--- config.mk ---
export PLATFORM = sky130hd
export DESIGN_NAME = c_logical_loc_counter
export DESIGN_NICKNAME = d
export VERILOG_FILES = /design/src/rtl/cllc_pkg.sv /design/src/rtl/c_logical_loc_counter.sv
export SDC_FILE = /design/constraint.sdc
export NUM_CORES = 1
export LEC_CHECK = 0
export ABC_AREA = 1
export BUFFER_PORTS_ARGS = -buffer_cell sky130_fd_sc_hd__buf_2
export CAP_MARGIN = 5
export CELL_PAD_IN_SITES_DETAIL_PLACEMENT = 0
export CELL_PAD_IN_SITES_GLOBAL_PLACEMENT = 1
export CORE_ASPECT_RATIO = 1.1
export CORE_MARGIN = 5
export CORE_UTILIZATION = 48
export CTS_BUF_LIST = sky130_fd_sc_hd__clkbuf_8 sky130_fd_sc_hd__clkbuf_16
export DETAILED_ROUTE_END_ITERATION = 12
export PLACE_DENSITY = 0.89
export REMOVE_ABC_BUFFERS = 1
export SLEW_MARGIN = 30
export SYNTH_ARGS = -nofsm -noshare
export SYNTH_HDL_FRONTEND = slang
export SYNTH_SLANG_ARGS = --single-unit
--- constraint.sdc ---
create_clock -name clk -period 11.71 [get_ports clk]
set_input_delay 1.7565 -clock clk [delete_from_list [all_inputs] [get_ports clk]]
set_output_delay 1.7565 -clock clk [all_outputs]
set_load 0.05 [all_outputs]
--- src/rtl/cllc_pkg.sv ---
// ----------------------------------------------------------------------------
// cllc_pkg
// Types, keyword table and byte classes for the logical line counter.
// ----------------------------------------------------------------------------
package cllc_pkg;

  localparam int KW_COUNT   = 11;
  localparam int KW_MAX_LEN = 7;

  typedef enum logic [2:0] {
    LEX_CODE    = 3'd0,
    LEX_COMMENT = 3'd1,
    LEX_STRING  = 3'd2,
    LEX_CHAR    = 3'd3,
    LEX_PREPROC = 3'd4
  } lex_mode_t;

  typedef logic [7:0] tok_chars_t [KW_MAX_LEN];

  typedef struct packed {
    logic [31:0] line_count;
    logic [1:0]  added;
    logic [2:0]  lex_mode;
  } result_t;

  localparam logic [7:0] KW_TEXT [KW_COUNT][KW_MAX_LEN] = '{
    '{"c", "a", "s", "e", 8'h00, 8'h00, 8'h00},
    '{"d", "e", "f", "a", "u", "l", "t"},
    '{"d", "o", 8'h00, 8'h00, 8'h00, 8'h00, 8'h00},
    '{"e", "l", "s", "e", 8'h00, 8'h00, 8'h00},
    '{"e", "n", "u", "m", 8'h00, 8'h00, 8'h00},
    '{"f", "o", "r", 8'h00, 8'h00, 8'h00, 8'h00},
    '{"i", "f", 8'h00, 8'h00, 8'h00, 8'h00, 8'h00},
    '{"s", "t", "r", "u", "c", "t", 8'h00},
    '{"s", "w", "i", "t", "c", "h", 8'h00},
    '{"u", "n", "i", "o", "n", 8'h00, 8'h00},
    '{"w", "h", "i", "l", "e", 8'h00, 8'h00}
  };

  localparam logic [2:0] KW_LEN [KW_COUNT] = '{
    3'd4, 3'd7, 3'd2, 3'd4, 3'd4, 3'd3, 3'd2, 3'd6, 3'd6, 3'd5, 3'd5
  };

  function automatic logic kw_hit(input tok_chars_t chars, input logic [2:0] len);
    logic hit;
    logic eq;
    hit = 1'b0;
    for (int k = 0; k < KW_COUNT; k++) begin
      eq = (KW_LEN[k] == len);
      for (int i = 0; i < KW_MAX_LEN; i++) begin
        if ((i < int'(len)) && (chars[i] != KW_TEXT[k][i])) begin
          eq = 1'b0;
        end
      end
      hit = hit | eq;
    end
    return hit;
  endfunction

  function automatic logic is_space(input logic [7:0] c);
    return c inside {8'h20, [8'h09:8'h0D]};
  endfunction

  function automatic logic is_punct(input logic [7:0] c);
    return c inside {[8'h21:8'h2F], [8'h3A:8'h40], [8'h5B:8'h60], [8'h7B:8'h7E]};
  endfunction

endpackage

--- src/rtl/c_logical_loc_counter.sv ---
// ----------------------------------------------------------------------------
// c_logical_loc_counter
// Scans C source one item (byte) at a time and counts logical lines.
// ----------------------------------------------------------------------------
// Output: the result of an item is registered into the output register, or
// into the skid entry first while the output side stalls.
// Throughput: one item per cycle while in_stall is low; a two-entry output
// buffer lets one more item be accepted while the output side stalls.
// Reset: rst_n is synchronous and clears the lexer state, count and buffer.
module c_logical_loc_counter #(
  parameter int TOKEN_CHARS = 8
) (
  input  logic        clk,
  input  logic        rst_n,
  input  logic        in_valid,
  output logic        in_stall,
  input  logic [7:0]  in_byte_in,
  input  logic        in_restart,
  output logic        out_valid,
  input  logic        out_stall,
  output logic [31:0] out_line_count,
  output logic [1:0]  out_added,
  output logic [2:0]  out_lex_mode
);

  localparam int TLW = $clog2(TOKEN_CHARS + 2);
  localparam logic [TLW-1:0] TL_MAX      = TLW'(TOKEN_CHARS);
  localparam logic [TLW-1:0] TL_TOO_LONG = TLW'(TOKEN_CHARS + 1);
  localparam logic [TLW-1:0] TL_KW_MAX   = TLW'(cllc_pkg::KW_MAX_LEN);

  cllc_pkg::lex_mode_t  mode_r, mode_nxt, cur_mode;
  logic                 esc_r, esc_nxt, cur_esc;
  logic [7:0]           prev_r, cur_prev;
  logic [TLW-1:0]       tl_r, tl_nxt, cur_tl;
  logic [31:0]          count_r, count_nxt, cur_count;
  cllc_pkg::tok_chars_t tok_r, tok_nxt;

  logic           acc, out_pop;
  logic [7:0]     c;
  logic           do_flush, flush_hit, bump;
  logic [TLW-1:0] flush_len;
  logic [1:0]     hits;
  logic [32:0]    sum;
  cllc_pkg::result_t res, out_r, skid_r;
  logic           out_vld_r, skid_vld_r;

  assign acc      = in_valid && !in_stall;
  assign out_pop  = out_valid && !out_stall;
  assign in_stall = skid_vld_r;
  assign c        = in_byte_in;

  assign cur_mode  = in_restart ? cllc_pkg::LEX_CODE : mode_r;
  assign cur_esc   = in_restart ? 1'b0 : esc_r;
  assign cur_prev  = in_restart ? 8'h00 : prev_r;
  assign cur_tl    = in_restart ? '0 : tl_r;
  assign cur_count = in_restart ? '0 : count_r;

  always_comb begin
    mode_nxt = cur_mode;
    case (cur_mode)
      cllc_pkg::LEX_COMMENT: begin
        if (cur_prev == "*" && c == "/") mode_nxt = cllc_pkg::LEX_CODE;
      end
      cllc_pkg::LEX_STRING: begin
        if (!cur_esc && c == "\"") mode_nxt = cllc_pkg::LEX_CODE;
      end
      cllc_pkg::LEX_CHAR: begin
        if (!cur_esc && c == "'") mode_nxt = cllc_pkg::LEX_CODE;
      end
      cllc_pkg::LEX_PREPROC: begin
        if (cur_prev != "\\" && c == "\n") mode_nxt = cllc_pkg::LEX_CODE;
      end
      default: begin
        mode_nxt = cllc_pkg::LEX_CODE;
        if (c == "*" && cur_prev == "/") mode_nxt = cllc_pkg::LEX_COMMENT;
        else if (c == "\"") mode_nxt = cllc_pkg::LEX_STRING;
        else if (c == "'") mode_nxt = cllc_pkg::LEX_CHAR;
        else if (c == "#") mode_nxt = cllc_pkg::LEX_PREPROC;
      end
    endcase
  end

  always_comb begin
    esc_nxt   = cur_esc;
    tl_nxt    = cur_tl;
    tok_nxt   = tok_r;
    do_flush  = 1'b0;
    flush_len = cur_tl;
    bump      = 1'b0;
    case (cur_mode)
      cllc_pkg::LEX_COMMENT, cllc_pkg::LEX_PREPROC: begin
      end
      cllc_pkg::LEX_STRING, cllc_pkg::LEX_CHAR: begin
        if (cur_esc) esc_nxt = 1'b0;
        else if (c == "\\") esc_nxt = 1'b1;
      end
      default: begin
        if (c == "*" && cur_prev == "/") begin
          if (cur_tl == TLW'(1) || cur_tl > TL_MAX) begin
            tl_nxt = '0;
          end else if (cur_tl >= TLW'(2)) begin
            do_flush  = 1'b1;
            flush_len = cur_tl - TLW'(1);
          end
        end else if (c == "\"" || c == "'" || cllc_pkg::is_space(c)) begin
          do_flush = 1'b1;
        end else if (c == "#") begin
          bump = 1'b1;
        end else if (cllc_pkg::is_punct(c) && c != "_") begin
          do_flush = 1'b1;
          bump     = (c == ";" || c == "," || c == "}");
        end else if (c != 8'h00) begin
          if (cur_tl < TL_MAX) begin
            if (cur_tl < TL_KW_MAX) tok_nxt[cur_tl[2:0]] = c;
            tl_nxt = cur_tl + TLW'(1);
          end else begin
            tl_nxt = TL_TOO_LONG;
          end
        end
      end
    endcase
    flush_hit = do_flush && (cur_tl != '0) && (cur_tl <= TL_MAX) &&
                (flush_len <= TL_KW_MAX) && cllc_pkg::kw_hit(tok_r, flush_len[2:0]);
    if (do_flush) tl_nxt = '0;
    hits      = {1'b0, flush_hit} + {1'b0, bump};
    sum       = {1'b0, cur_count} + 33'(hits);
    count_nxt = sum[32] ? 32'hFFFF_FFFF : sum[31:0];
    res.line_count = count_nxt;
    res.added      = hits;
    res.lex_mode   = mode_nxt;
  end

  always_ff @(posedge clk) begin
    if (!rst_n) begin
      mode_r  <= cllc_pkg::LEX_CODE;
      esc_r   <= 1'b0;
      prev_r  <= 8'h00;
      tl_r    <= '0;
      count_r <= '0;
    end else if (acc) begin
      mode_r  <= mode_nxt;
      esc_r   <= esc_nxt;
      prev_r  <= c;
      tl_r    <= tl_nxt;
      count_r <= count_nxt;
    end
  end

  always_ff @(posedge clk) begin
    if (acc) tok_r <= tok_nxt;
  end

  always_ff @(posedge clk) begin
    if (!rst_n) begin
      out_vld_r  <= 1'b0;
      skid_vld_r <= 1'b0;
    end else if (!out_vld_r || out_pop) begin
      if (skid_vld_r) begin
        out_vld_r  <= 1'b1;
        skid_vld_r <= 1'b0;
      end else begin
        out_vld_r <= acc;
      end
    end else if (acc) begin
      skid_vld_r <= 1'b1;
    end
  end

  always_ff @(posedge clk) begin
    if (!out_vld_r || out_pop) begin
      if (skid_vld_r) out_r <= skid_r;
      else if (acc) out_r <= res;
    end else if (acc) begin
      skid_r <= res;
    end
  end

  assign out_valid      = out_vld_r;
  assign out_line_count = out_r.line_count;
  assign out_added      = out_r.added;
  assign out_lex_mode   = out_r.lex_mode;

  a_skid_needs_out: assert property (@(posedge clk) disable iff (!rst_n)
    skid_vld_r |-> out_vld_r)
    else $error("Skid entry held while the output register is empty.");

  a_added_range: assert property (@(posedge clk) disable iff (!rst_n)
    out_vld_r |-> out_added != 2'd3)
    else $error("More than two counts reported for one item.");

  a_restart_count: assert property (@(posedge clk) disable iff (!rst_n)
    (acc && in_restart) |=> count_r == 32'($past(hits)))
    else $error("Count after restart does not match the counts of that item.");

  a_count_step: assert property (@(posedge clk) disable iff (!rst_n)
    (acc && !in_restart && count_r < 32'hFFFF_FFF0) |=>
      count_r == $past(count_r) + 32'($past(hits)))
    else $error("Count did not advance by the counts of the item.");

  a_hold_when_idle: assert property (@(posedge clk) disable iff (!rst_n)
    !acc |=> $stable(count_r) && $stable(tl_r))
    else $error("Lexer state changed without an accepted item.");

endmodule
[Word level (Yosys, flattened, before mapping)]
Index checks and enable logic that the tools add are counted.
Storage, ports and cells
  memory bits (writable): 0
  output and inout port bits: 39
  memories: 0
  bits in latches: 0
  input bits: 13
  memory bits (read-only): 0
  word-level logic and storage cells: 340
  bits in registers: 180
Cells by class
  div/mod/pow operators: 0
  reductions and logical operators: 86
  $mul: 0
  equal/unequal tests: 63
  bitwise logic cells: 18
  $lt $le $gt $ge: 25
  add/subtract/negate cells: 4
  mux-type cells: 124
  shift operators: 0
Operators with widths (count)
  8-bit by 7-bit inequality test with 1-bit output, second input constant: 39
  1-bit two-way mux: 92
  8-bit by 6-bit == test with 1-bit output, second input constant: 10
  37-bit two-way mux: 2
  32-bit two-way mux: 2
  1-bit logical AND: 60
  56-bit bitwise mux: 1
  4-bit two-way mux: 14
  8-bit nonzero test: 6
  32-bit by 2-bit adder with 33-bit output: 1
  3-bit two-way mux: 9
  8-bit demux with 3-bit select: 1
  8-bit by 7-bit less-or-equal comparator with 1-bit output, second input constant: 3
  8-bit by 7-bit == test with 1-bit output, second input constant: 2
  8-bit by 6-bit >= comparator with 1-bit output, second input constant: 2
  8-bit by 7-bit >= comparator with 1-bit output, second input constant: 2
  8-bit two-way mux: 2
  3-bit == test, first input constant: 4
  3-bit one-hot mux with 4 select lines: 1
  1-bit OR: 10
  3-bit < comparator, first input constant: 3
  9-bit AND reduction: 1
  8-bit by 4-bit == test with 1-bit output, second input constant: 1
  8-bit by 4-bit >= comparator with 1-bit output, second input constant: 1
  other kinds (29): 51

[Depth between registers and ports, before layout]
Gate-level depths: netlist (run 1).
  word-level depth: 31
  gate-level depth with buffers: 40
  gate-level depth less buffers: 40

[Worst setup path before layout (run 1)]
No wires, ideal clock.
  kind: input -> register
  start: input port in_restart
  end: register out_r (netlist bit out_line_count[30]), data pin
  data required time: 11.457 ns
  path slack: 5.452 ns
  stages on the path: 37
  arrival: 6.005 ns
  setup time: 0.253 ns
  path buffers: 1
  cell sequence: buf_6 > nor2_1 > inv_1 > ha_1 > inv_1 > nand2_1 > nor2_1 > a21oi_4 > nand3_1 > nand2_4 > nand2_2 > nand2_1 > nand2_1 > nand2_1 > nand2_1 > nand3_1 > nor2_1 > nand4_1 > nand2_1 > inv_1 > ha_1 > ha_1 > inv_1 > fa_1 > nor3_4 > nand2_2 > nor2_4 > and3_4 > nand2_4 > nor2_8 > nand3b_4 > nor2_4 > nand2_2 > o21ai_2 > nand3_2 > nand2_1 > nand2_1
Between the ends
  cells in the longest elaborated chain, start to end: 31
  elaborated cells between the ends (all ways): 178
  those cells by class: add/sub (3); order compare (11); eq/ne (12); mux (92); bitwise (10); reduce/logical (50)
RTL lines
  start, declared: line c_logical_loc_counter.sv:18  | input logic in_restart,
  4-bit two-way mux: line c_logical_loc_counter.sv:55  | assign cur_tl = in_restart ? '0 : tl_r;
  4-bit by 1-bit subtractor with 4-bit output (tied with other cells): line c_logical_loc_counter.sv:103  | flush_len = cur_tl - TLW'(1);
  4-bit two-way mux / 1-bit logical OR (equally long branches): line c_logical_loc_counter.sv:101, c_logical_loc_counter.sv:99
  4-bit two-way mux: line c_logical_loc_counter.sv:99  | if (cur_tl == TLW'(1) || cur_tl > TL_MAX) begin
  4-bit two-way mux: line c_logical_loc_counter.sv:98  | if (c == "*" && cur_prev == "/") begin
  4-bit two-way mux: line c_logical_loc_counter.sv:90  | case (cur_mode)
  1-bit by 3-bit < comparator with 1-bit output: line cllc_pkg.sv:51  | if ((i < int'(len)) && (chars[i] != KW_TEXT[k][i])) begin
  1-bit logical AND: line cllc_pkg.sv:51
  (+17 left out)
  1-bit logical AND: line c_logical_loc_counter.sv:123  | (flush_len <= TL_KW_MAX) && cllc_pkg::kw_hit(tok_r, flush_len[2:0]);
  1-bit by 1-bit adder with 2-bit output (*): line c_logical_loc_counter.sv:125  | hits = {1'b0, flush_hit} + {1'b0, bump};
  via hits[0]: line c_logical_loc_counter.sv:42  | logic [1:0] hits;
  32-bit by 2-bit adder with 33-bit output (*): line c_logical_loc_counter.sv:126  | sum = {1'b0, cur_count} + 33'(hits);
  32-bit two-way mux (*): line c_logical_loc_counter.sv:127  | count_nxt = sum[32] ? 32'hFFFF_FFFF : sum[31:0];
  via count_nxt[30]: line c_logical_loc_counter.sv:35  | logic [31:0] count_r, count_nxt, cur_count;
  37-bit two-way mux (*): line c_logical_loc_counter.sv:172  | else if (acc) out_r <= res;
  37-bit two-way mux (*): line c_logical_loc_counter.sv:171  | if (skid_vld_r) out_r <= skid_r;
  end signal, assigned: line c_logical_loc_counter.sv:171
  end signal, assigned: line c_logical_loc_counter.sv:172
  end, declared: line c_logical_loc_counter.sv:44  | cllc_pkg::result_t res, out_r, skid_r;
The timed path passes the listed nets; every way through them passes the cells marked *. The select of a mux whose other input is x is not followed.
A chain may end at the register's enable or synchronous reset.

[Final worst setup path (run 1)]
Same ends and word-level chain as after synthesis.

==> results of run 1 <==
==> synth_stat cells, types with 4 or more instances <==
| cell | instances |
|---|---|
| a21oi_1 | 47 |
| ha_1 | 7 |
| o211ai_1 | 6 |
| buf_2 | 4 |
| nor2_1 | 136 |
| o21ai_0 | 59 |
| nor3_1 | 28 |
| nand2_4 | 4 |
| nand2_1 | 226 |
| nand2_2 | 11 |
| a31oi_1 | 15 |
| inv_1 | 152 |
| o21ai_1 | 5 |
| nor2_2 | 4 |
| nand3_2 | 18 |
| inv_2 | 7 |
| nor4_1 | 13 |
| nand4_1 | 23 |
| edfxtp_1 | 130 |
| dfxtp_1 | 50 |
| clkbuf_1 | 19 |
| xor2_1 | 4 |
| nor2_4 | 7 |
| nand3_1 | 61 |
==> final cells by class <==
class / instances / area (µm²) / share of cell area
Clock buffer: 17 / 425.4 / 0.04112
Clock inverter: 15 / 155.1 / 0.01500
Inverter: 161 / 611.8 / 0.05914
Multi-Input combinational cell: 705 / 3623 / 0.3503
Sequential cell: 180 / 4905 / 0.4741
Tap cell: 247 / 309.0 / 0.02987
Timing Repair Buffer: 59 / 315.3 / 0.03048
==> worst min-delay path, cell delays in order (launching register included) <==
cell	delay [ns]
dfxtp_1	0.31
nand2_1	0.06
a21oi_1	0.05
==> flip-flops by register name (all words and copies together), names as in the netlist <==
name            flops
count_r            32
esc_r               1
in_stall            1
mode_r              3
out_added           2
out_lex_mode        3
out_line_count     32
out_valid           1
prev_r              8
skid_r             37
tl_r                4
tok_r              56
==> kinds of logic (layout without fill, tap and decap cells) <==
kind of cell	after synthesis	count (layout)
buffers and inverters	191	252
flip-flops	180	180
XOR/XNOR	6	6
adder cells (fa/ha/maj)	8	8
AO/OA/AOI/OAI	144	144
AND/OR/NAND/NOR	547	547
==> where the power goes <==
part           switching [W]  internal (W)  total, W
Combinational       0.000112     0.0000339  0.000146
Sequential         0.0000120      0.000711  0.000723
Clock               0.000249      0.000316  0.000565
Total               0.000373       0.00106   0.00143
==> through the flow <==
step | hold WS [ns] | area, µm²
floorplan | 0.4450 | 9082
global placement | 0.4529 | 9728
detailed placement | 0.4559 | 9754
CTS | 0.4660 | 10330
global route | 0.5125 | 10340
finish | 0.4672 | 10340
==> metal layers <==
layer	global-route usage	vias up	routed length, µm
li1	-	3685	-
met1	0.2518	3373	9340
met2	0.3429	153	10550
met3	0.03443	36	721
met4	0.07495	0	591
met5	0	-	0
==> worst paths after layout <==
check | end | slack [ns] | depth (start not counted)
worst max-delay path | out_line_count[30] | 4.85 | 36
worst min-delay path | esc_r | 0.47 | 2
worst max register to register | out_line_count[30] | 6.24 | 37
worst min register to register | esc_r | 0.47 | 2
==> impl_metrics.env, run 1 <==
export IMPL_critPathArrivalTime_ns=7.04
export IMPL_grt_pass1_vias=6978
export IMPL_synth_compound_area_frac=0.08652
export IMPL_fin_cells=1384
export IMPL_rsz0062_at_grt="false"
export IMPL_status="complete, no violations"
export IMPL_synthFlopType="edfxtp_1"
export IMPL_dp_cells=1352
export IMPL_drtPass1Iterations=5
export IMPL_cts_tree="yes"
export IMPL_yosysTopAreaCellShare=0.4231
export IMPL_drc=0
export IMPL_grt_ovfl_total=0
export IMPL_rows=53
export IMPL_worstSetupPathType="in -> reg"
export IMPL_finClkSkew_ns=0.01016
export IMPL_pwr_density_cell_nw_per_um2=138.7
export IMPL_placeableCoreArea_um2=19030
export IMPL_fin_util=0.5436
export IMPL_yosysSeqAreaShare=0.5316
export IMPL_root_buffer="clkbuf_16"
export IMPL_ir_worst_vdd_mv=0.09972
export IMPL_clock_latency_ns=0.43
export IMPL_via_per_inst=5.236
export IMPL_antenna_found_initial=0
export IMPL_cts_resized=0
export IMPL_cts_setup_buffers=0
export IMPL_pre_cts_slack_ns=4.355
export IMPL_synthTopCellsByArea="edfxtp_1 42%, dfxtp_1 11%, nand2_1 9.2%, inv_1 6.2%, nor2_1 5.5%"
export IMPL_wire_per_inst_um=15.32
export IMPL_syn_inst=1076
export IMPL_cp_slowest_cell="buf_2"
export IMPL_endpoint_kind="flip-flop"
export IMPL_initial_core_util=0.4848
export IMPL_worst_pin_slew_ns=0.8887
export IMPL_syn_area_um2=9226
export IMPL_period_share=0.5858
export IMPL_critPathMostFrequentCell="nand2_1"
export IMPL_fmax_ghz=0.1458
export IMPL_timing_rr_start="tl_r[0]"
export IMPL_layout_common_cells="226 x nand2_1, 154 x inv_1, 134 x nor2_1"
export IMPL_cts_hold_buf=0
export IMPL_synth_edf_count=130
export IMPL_synth_adder_area_share=0.01166
export IMPL_postSynth_asyncResetShare=0
export IMPL_period_minus_slack_ns=6.860
export IMPL_ctsHtreeMaxLevel=4
export IMPL_die_y_um=155.4
export IMPL_fillers=1775
export IMPL_p_leak_nw=4.440
export IMPL_gp_congestion=0.8698
export IMPL_syn_mean_instance_area_um2=8.575
export IMPL_critical_path_top_delay_family="simple AND/OR/NAND/NOR gates"
export IMPL_synth_xor_area_share=0.005696
export IMPL_synthMuxAreaShare=0
export IMPL_synth_simple_area_share=0.2826
export IMPL_setup_slack_ns=4.850
export IMPL_synth_top_family_by_area="simple AND/OR/NAND/NOR gates"
export IMPL_hp_class="reg -> reg"
export IMPL_critPathBufInv=5
export IMPL_num_vias=7247
export IMPL_io_buffers=51
export IMPL_crit_fanout=36
export IMPL_track_usage=0.1997
export IMPL_slew_headroom=0.4067
export IMPL_cts_made_buffers=17
export IMPL_grt_pass1_wl_um=35220
export IMPL_critical_path_startpoint="in_restart"
export IMPL_crit_path_max_incr_delay_ns=0.61
export IMPL_final_common_cell="nand2_1"
export IMPL_yosysTopAreaCell="edfxtp_1"
export IMPL_tns_ns=0
export IMPL_clk_pin_slew_worst_paths_ns=0.06
export IMPL_start_kind="primary input"
export IMPL_maxCapViolCount=0
export IMPL_finalSetupViolCount=0
export IMPL_drive_above_1_share=0.1442
export IMPL_wl_um=21200
export IMPL_die_area_um2=22100
export IMPL_chipWidth_um=142.2
export IMPL_power_w=0.001434
export IMPL_hold_path_startpoint="esc_r"
export IMPL_clock_sinks=180
export IMPL_finalNetCount=1145
export IMPL_ys_ff_latch=180
export IMPL_antenna_left=0
export IMPL_slew_violations=0
export IMPL_hold_viol=0
export IMPL_yosys_cell_types_count=52
export IMPL_pin_count=52
export IMPL_synthToLayoutAreaGrowth_pct=12.12
export IMPL_hpwl_um=14800
export IMPL_cts_buffer_depth=2
export IMPL_grt_max_degree=65
export IMPL_cp_required_ns=11.89
export IMPL_synth_warnings=0
export IMPL_antennaDiodeCount=0
export IMPL_first_iter_violations=422
Note: power is estimated with default switching activity, not from simulation.
==> run 2, diff against run 1 <==
--- a/config.mk
+++ b/config.mk
@@ -5,7 +5,7 @@
 export SDC_FILE = /design/constraint.sdc
 export NUM_CORES = 1
 export LEC_CHECK = 0
-export ABC_AREA = 1
+export ABC_AREA = 0
 export BUFFER_PORTS_ARGS = -buffer_cell sky130_fd_sc_hd__buf_2
 export CAP_MARGIN = 5
 export CELL_PAD_IN_SITES_DETAIL_PLACEMENT = 0
@@ -15,7 +15,7 @@
 export CORE_UTILIZATION = 48
 export CTS_BUF_LIST = sky130_fd_sc_hd__clkbuf_8 sky130_fd_sc_hd__clkbuf_16
 export DETAILED_ROUTE_END_ITERATION = 12
-export PLACE_DENSITY = 0.89
+export PLACE_DENSITY = 0.85
 export REMOVE_ABC_BUFFERS = 1
 export SLEW_MARGIN = 30
 export SYNTH_ARGS = -nofsm -noshare
==> constraint.sdc (replaced) <==
create_clock -name clk -period 6.6 [get_ports clk]
set_input_delay 0.99 -clock clk [delete_from_list [all_inputs] [get_ports clk]]
set_output_delay 0.99 -clock clk [all_outputs]
set_load 0.05 [all_outputs]
==> impl_metrics.env, run 2 <==
export IMPL_synth_most_common_cell="edfxtp_1"
export IMPL_ir_worst_vdd_mv=0.1819
export IMPL_grt_pass1_vias=6589
export IMPL_maxCapViolCount=0
export IMPL_cts_setup_buffers=0
export IMPL_rows=52
export IMPL_synth_warnings=0
export IMPL_dp_cells=1094
export IMPL_top_register="tok_r"
export IMPL_status="complete, no violations"
export IMPL_met1Wirelength_um=8990
export IMPL_placeableCoreArea_um2=18350
export IMPL_root_buffer="clkbuf_16"
export IMPL_syn_area_um2=8952
export IMPL_crit_path_max_incr_delay_ns=0.42
export IMPL_syn_mean_instance_area_um2=11.11
export IMPL_yosysTopAreaCellShare=0.4361
export IMPL_start_kind="primary input"
export IMPL_cts_buffer_depth=2
export IMPL_wire_per_inst_um=18.23
export IMPL_endpoint_kind="flip-flop"
export IMPL_layout_common_cells="130 x edfxtp_1, 87 x nor2_1, 68 x nand2_1"
export IMPL_critPathMostFrequentCell="ha_1"
export IMPL_chipWidth_um=140.2
export IMPL_gp_congestion=0.8869
export IMPL_track_usage=0.1952
export IMPL_route_met2_wl_um=10170
export IMPL_finalNetCount=891
export IMPL_clk_pin_slew_worst_paths_ns=0.08
export IMPL_drive_above_1_share=0.2265
export IMPL_synth_edf_count=130
export IMPL_rsz0062_at_grt="false"
export IMPL_die_area_um2=21490
export IMPL_worstSetupPathType="in -> reg"
export IMPL_synthTopCellsByArea="edfxtp_1 44%, dfxtp_1 11%, mux2_2 4.4%, nor2_1 3.7%, nand2_1 2.9%"
export IMPL_critPathBufInv=6
export IMPL_syn_inst=806
export IMPL_worst_pin_slew_ns=0.8168
export IMPL_postSynth_asyncResetShare=0
export IMPL_drc=0
export IMPL_crit_fanout=36
export IMPL_grt_pass1_wl_um=33840
export IMPL_critPathArrivalTime_ns=6.32
export IMPL_hp_class="reg -> reg"
export IMPL_antenna_left=0
export IMPL_grt_max_degree=52
export IMPL_wl_um=20520
export IMPL_slew_headroom=0.4554
export IMPL_finClkSkew_ns=0.01404
export IMPL_synthToLayoutAreaGrowth_pct=15.19
export IMPL_yosysSeqAreaShare=0.5479
export IMPL_num_vias=6494
export IMPL_power_w=0.002580
export IMPL_ys_ff_latch=180
export IMPL_via_per_inst=5.767
export IMPL_period_share=0.9044
export IMPL_cts_tree="yes"
export IMPL_yosysTopAreaCell="edfxtp_1"
export IMPL_clock_latency_ns=0.43
export IMPL_cp_required_ns=6.95
export IMPL_synthFlopType="edfxtp_1"
export IMPL_slew_violations=0
export IMPL_cts_made_buffers=17
export IMPL_largest_reg_flops=56
export IMPL_cp_slowest_cell="a222oi_1"
export IMPL_reg_top3="tok_r: 56 flops, skid_r: 37 flops"
export IMPL_multi_input_area_um2=3852
export IMPL_register_area_um2=4908
export IMPL_hpwl_um=13800
export IMPL_drtPass1Iterations=4
export IMPL_clock_sinks=180
export IMPL_yosys_cell_types_count=82
export IMPL_final_common_cell="edfxtp_1"
export IMPL_hold_ws_ns=0.4867
export IMPL_first_iter_violations=421
export IMPL_period_minus_slack_ns=5.969
export IMPL_die_y_um=153.2
export IMPL_pin_count=52
export IMPL_hold_viol=0
export IMPL_grt_ovfl_total=0
export IMPL_fin_cells=1126
export IMPL_antenna_found_initial=0
export IMPL_fillers=1597
export IMPL_critical_path_top_delay_family="simple AND/OR/NAND/NOR gates"
export IMPL_p_leak_nw=3.629
export IMPL_antennaDiodeCount=0
export IMPL_initial_core_util=0.4879
export IMPL_synth_common_cells="130 x edfxtp_1, 88 x nor2_1, 68 x nand2_1"
export IMPL_fmax_ghz=0.1675
export IMPL_io_buffers=51
export IMPL_ctsHtreeMaxLevel=4
export IMPL_pwr_density_cell_nw_per_um2=250.2
export IMPL_routed_top_layer="met4"
export IMPL_finalSetupViolCount=0
export IMPL_met3WireLength_um=777
run 2: changes by cell type after synthesis, sizes merged, moves of 19 or more:
| cell | delta |
|---|---|
| a21oi | -30 |
| inv | -149 |
| mux2 | +35 |
| nand2 | -170 |
| nand3 | -49 |
| nor2 | -60 |
| nor2b | +20 |
| nor3b | +19 |
run 2: power breakdown:
part           total (W)  switching [W]  internal (W)
logic           0.000245       0.000171     0.0000742
registers        0.00128      0.0000290       0.00125
clock network    0.00105       0.000463      0.000588
run 2: per-layer routing:
metal / track usage / vias up
met4: 0.08214 / 0
met1: 0.2433 / 3154
met2: 0.3353 / 149
met3: 0.03250 / 40
li1: - / 3151
met5: 0 / -
run 2: worst min-delay path: stages (launching register included):
cell	delay, ns
dfxtp_1	0.32
nand2_1	0.05
a21boi_0	0.06
run 2: logic make-up after synthesis:
logic type | Yosys count | share of synthesized area
fa+ha+maj | 8 | 0.01202
xor+xnor | 28 | 0.02739
compound gates | 141 | 0.1096
flops | 180 | 0.5479
mux | 36 | 0.04514
simple gates | 358 | 0.2307
buf+inv | 55 | 0.02725
run 2: timing repair:
item                                   CTS  global route
hold buffers                             0             0
setup endpoints to repair                0             5
resized for setup                        0             1
endpoints found under the hold margin    0             0
run 2: worst paths after layout:
| kind | from | end | slack (ns) | cells past startpoint |
|---|---|---|---|---|
| max | in_restart | count_r[13] | 0.63 | 26 |
| max reg2reg | tl_r[0] | count_r[13] | 0.92 | 22 |
| min reg2reg | count_r[0] | count_r[0] | 0.49 | 2 |
| min | count_r[0] | count_r[0] | 0.49 | 2 |
run 2: layout make-up:
class,instances,area share
flip-flops and latches,180,0.4760
multi-input cells,571,0.3736
repair buffers,88,0.05557
clock buffers,18,0.04259
well taps,243,0.02948
clock inverters,14,0.01844
inverters,12,0.004368
run 2: metrics by stage:
step           setup WS [ns]  TNS [ns]  utilization  instance area, µm²
2_1_floorplan        -0.1273    -1.050            -                8753
3_3_place_gp          0.2607         0       0.5241                9615
3_5_place_dp         0.05864         0       0.5271                9671
4_1_cts               0.5226         0       0.5614               10300
5_1_grt              0.01959         0       0.5621               10310
6_report              0.6308         0       0.5621               10310
==> run 3, diff against run 2 <==
--- a/config.mk
+++ b/config.mk
@@ -6,7 +6,6 @@
 export NUM_CORES = 1
 export LEC_CHECK = 0
 export ABC_AREA = 0
-export BUFFER_PORTS_ARGS = -buffer_cell sky130_fd_sc_hd__buf_2
 export CAP_MARGIN = 5
 export CELL_PAD_IN_SITES_DETAIL_PLACEMENT = 0
 export CELL_PAD_IN_SITES_GLOBAL_PLACEMENT = 1
@@ -15,7 +14,8 @@
 export CORE_UTILIZATION = 48
 export CTS_BUF_LIST = sky130_fd_sc_hd__clkbuf_8 sky130_fd_sc_hd__clkbuf_16
 export DETAILED_ROUTE_END_ITERATION = 12
-export PLACE_DENSITY = 0.85
+export DONT_BUFFER_PORTS = 1
+export PLACE_DENSITY = 0.82
 export REMOVE_ABC_BUFFERS = 1
 export SLEW_MARGIN = 30
 export SYNTH_ARGS = -nofsm -noshare
==> impl_metrics.env, run 3 (same netlist as run 2, synthesis figures left out) <==
export IMPL_endpoint_kind="flip-flop"
export IMPL_first_iter_violations=469
export IMPL_power_internal_w=0.001865
export IMPL_slew_violations=0
export IMPL_cp_slowest_cell="a2111oi_4"
export IMPL_hold_ws_ns=0.4837
export IMPL_min_delay_path_depth=2
export IMPL_worst_pin_slew_ns=0.8166
export IMPL_grt_max_degree=58
export IMPL_final_common_cell="edfxtp_1"
export IMPL_initial_core_util=0.4879
export IMPL_ir_worst_vdd_mv=0.1827
export IMPL_finClkSkew_ns=0.01193
export IMPL_ctsHtreeMaxLevel=4
export IMPL_hpwl_um=14490
export IMPL_rsz0062_at_grt="false"
export IMPL_cts_tree="yes"
export IMPL_grt_pass1_wl_um=34250
export IMPL_cts_resized=0
export IMPL_synthToLayoutAreaGrowth_pct=10.41
export IMPL_wl_um=21150
export IMPL_setup_slack_ns=0.4361
export IMPL_worstSetupPathType="in -> reg"
export IMPL_period_minus_slack_ns=6.164
export IMPL_p_leak_nw=3.309
export IMPL_seq_power_share=0.534
export IMPL_clk_pin_slew_worst_paths_ns=0.07
export IMPL_fmax_ghz=0.1622
export IMPL_cts_made_buffers=17
export IMPL_period_share=0.9339
export IMPL_timing_rr_start="tl_r[1]"
export IMPL_die_area_um2=21490
export IMPL_r2r_slack_ns=0.56
export IMPL_pwr_density_cell_nw_per_um2=254.1
export IMPL_power_w=0.002512
export IMPL_drive_above_1_share=0.1609
export IMPL_pre_cts_slack_ns=-0.1195
export IMPL_clkPwrFrac=0.409
export IMPL_maxCapViolCount=0
export IMPL_cts_setup_buffers=0
export IMPL_hold_path_startpoint="prev_r[2]"
export IMPL_cts_buffer_depth=2
export IMPL_antenna_found_initial=0
export IMPL_io_buffers=0
export IMPL_critPathMostFrequentCell="ha_1"
export IMPL_chipWidth_um=140.2
export IMPL_status="complete, no violations"
export IMPL_grt_ovfl_total=0
export IMPL_placeableCoreArea_um2=18350
export IMPL_r2r_cells=22
export IMPL_reg_top3="tok_r: 56 flops, skid_r: 37 flops"
export IMPL_gp_congestion=0.9090
export IMPL_drtPass1Iterations=5
export IMPL_hold_path_end="prev_r[2]"
export IMPL_cts_hold_buf=0
export IMPL_cp_required_ns=6.92
export IMPL_wire_per_inst_um=20.01
export IMPL_pin_count=52
export IMPL_largest_reg_flops=56
export IMPL_rows=52
export IMPL_finalSetupViolCount=0
export IMPL_drc=0
export IMPL_power_switching_share=0.2574
export IMPL_slew_headroom=0.4536
export IMPL_critical_path_top_delay_family="simple AND/OR/NAND/NOR gates"
export IMPL_die_y_um=153.2
export IMPL_grt_pass1_vias=6394
export IMPL_crit_path_max_incr_delay_ns=0.48
export IMPL_via_per_inst=6.014
export IMPL_top_register="tok_r"
export IMPL_layout_common_cells="130 x edfxtp_1, 87 x nor2_1, 68 x nand2_1"
export IMPL_antenna_left=0
export IMPL_start_kind="primary input"
export IMPL_crit_chain="nor2b_1, inv_1, ha_1, o21bai_1, a2111oi_4, mux2i_1, nand4_1, o311ai_0, a222oi_1, nor2_1, ha_1, ha_1, inv_1, fa_1, nand4bb_4, nor4_2, nand3_1, or2_1, or3_1, buf_4, o21ai_0, mux2_2"
export IMPL_switching_power_w=0.0006466
export IMPL_num_vias=6357
export IMPL_critPathArrivalTime_ns=6.48
export IMPL_hp_class="reg -> reg"
export IMPL_critPathBufInv=3
export IMPL_crit_cells=22
export IMPL_root_buffer="clkbuf_16"
export IMPL_clock_sinks=180
export IMPL_crit_fanout=57
export IMPL_pwr_share_comb=0.057
export IMPL_track_usage=0.1995
export IMPL_antennaDiodeCount=0
export IMPL_clock_latency_ns=0.44
export IMPL_finalNetCount=822
export IMPL_hold_viol=0
export IMPL_fin_util=0.5387
export IMPL_reg2reg_to="out_line_count[10]"
[run 3: stage by stage]
| step | setup TNS (ns) | area [µm²] | std cells |
|---|---|---|---|
| floorplan | -1.050 | 8753 | 763 |
| global placement | 0 | 9213 | 1023 |
| detailed placement | -0.9234 | 9265 | 1025 |
| CTS | 0 | 9866 | 1057 |
| global route | 0 | 9884 | 1057 |
| finish | 0 | 9884 | 1057 |
[run 3: cell type report]
type / instances / area, µm²
inverters: 12 / 45.04
repair buffers: 19 / 170.2
clock inverters: 14 / 161.4
flip-flops and latches: 180 / 4906
clock buffers: 18 / 439.2
fillers: 1597 / 8463
multi-input cells: 571 / 3859
well taps: 243 / 304.0
[run 3: layer usage]
layer,vias to the layer above,track usage,wire [µm]
li1,3014,-,-
met1,3147,0.2357,8687
met2,159,0.3526,10980
met3,37,0.04844,1015
met4,0,0.07060,461
met5,-,0,0
[run 3: worst reg2reg max path: cells and delay by family (launching register included)]
kind | cells | cell delay (ns)
simple gates | 8 | 1.99
compound gates | 5 | 1.47
fa+ha+maj | 4 | 1.21
buf+inv | 3 | 0.46
flops | 1 | 0.42
mux | 2 | 0.36
[run 3: power by group through the flow]
stage,sequential [W],clock [W],combinational [W]
floorplan,0.00136,0,0.000102
global placement,0.00137,0,0.000135
detailed placement,0.00137,0,0.000142
CTS,0.00134,0.00105,0.000143
global route,0.00135,0.00110,0.000158
finish,0.00134,0.00103,0.000143
[run 3: how the worst max path moves through the flow]
stage	from	endpoint	slack [ns]
2_1_floorplan	in_restart	out_line_count[7]	-0.13
3_3_place_gp	in_restart	count_r[10]	0.32
3_5_place_dp	in_restart	count_r[13]	-0.12
4_1_cts	in_restart	out_line_count[10]	0.34
5_1_grt	in_restart	count_r[12]	0.03
6_report	in_restart	out_line_count[10]	0.44
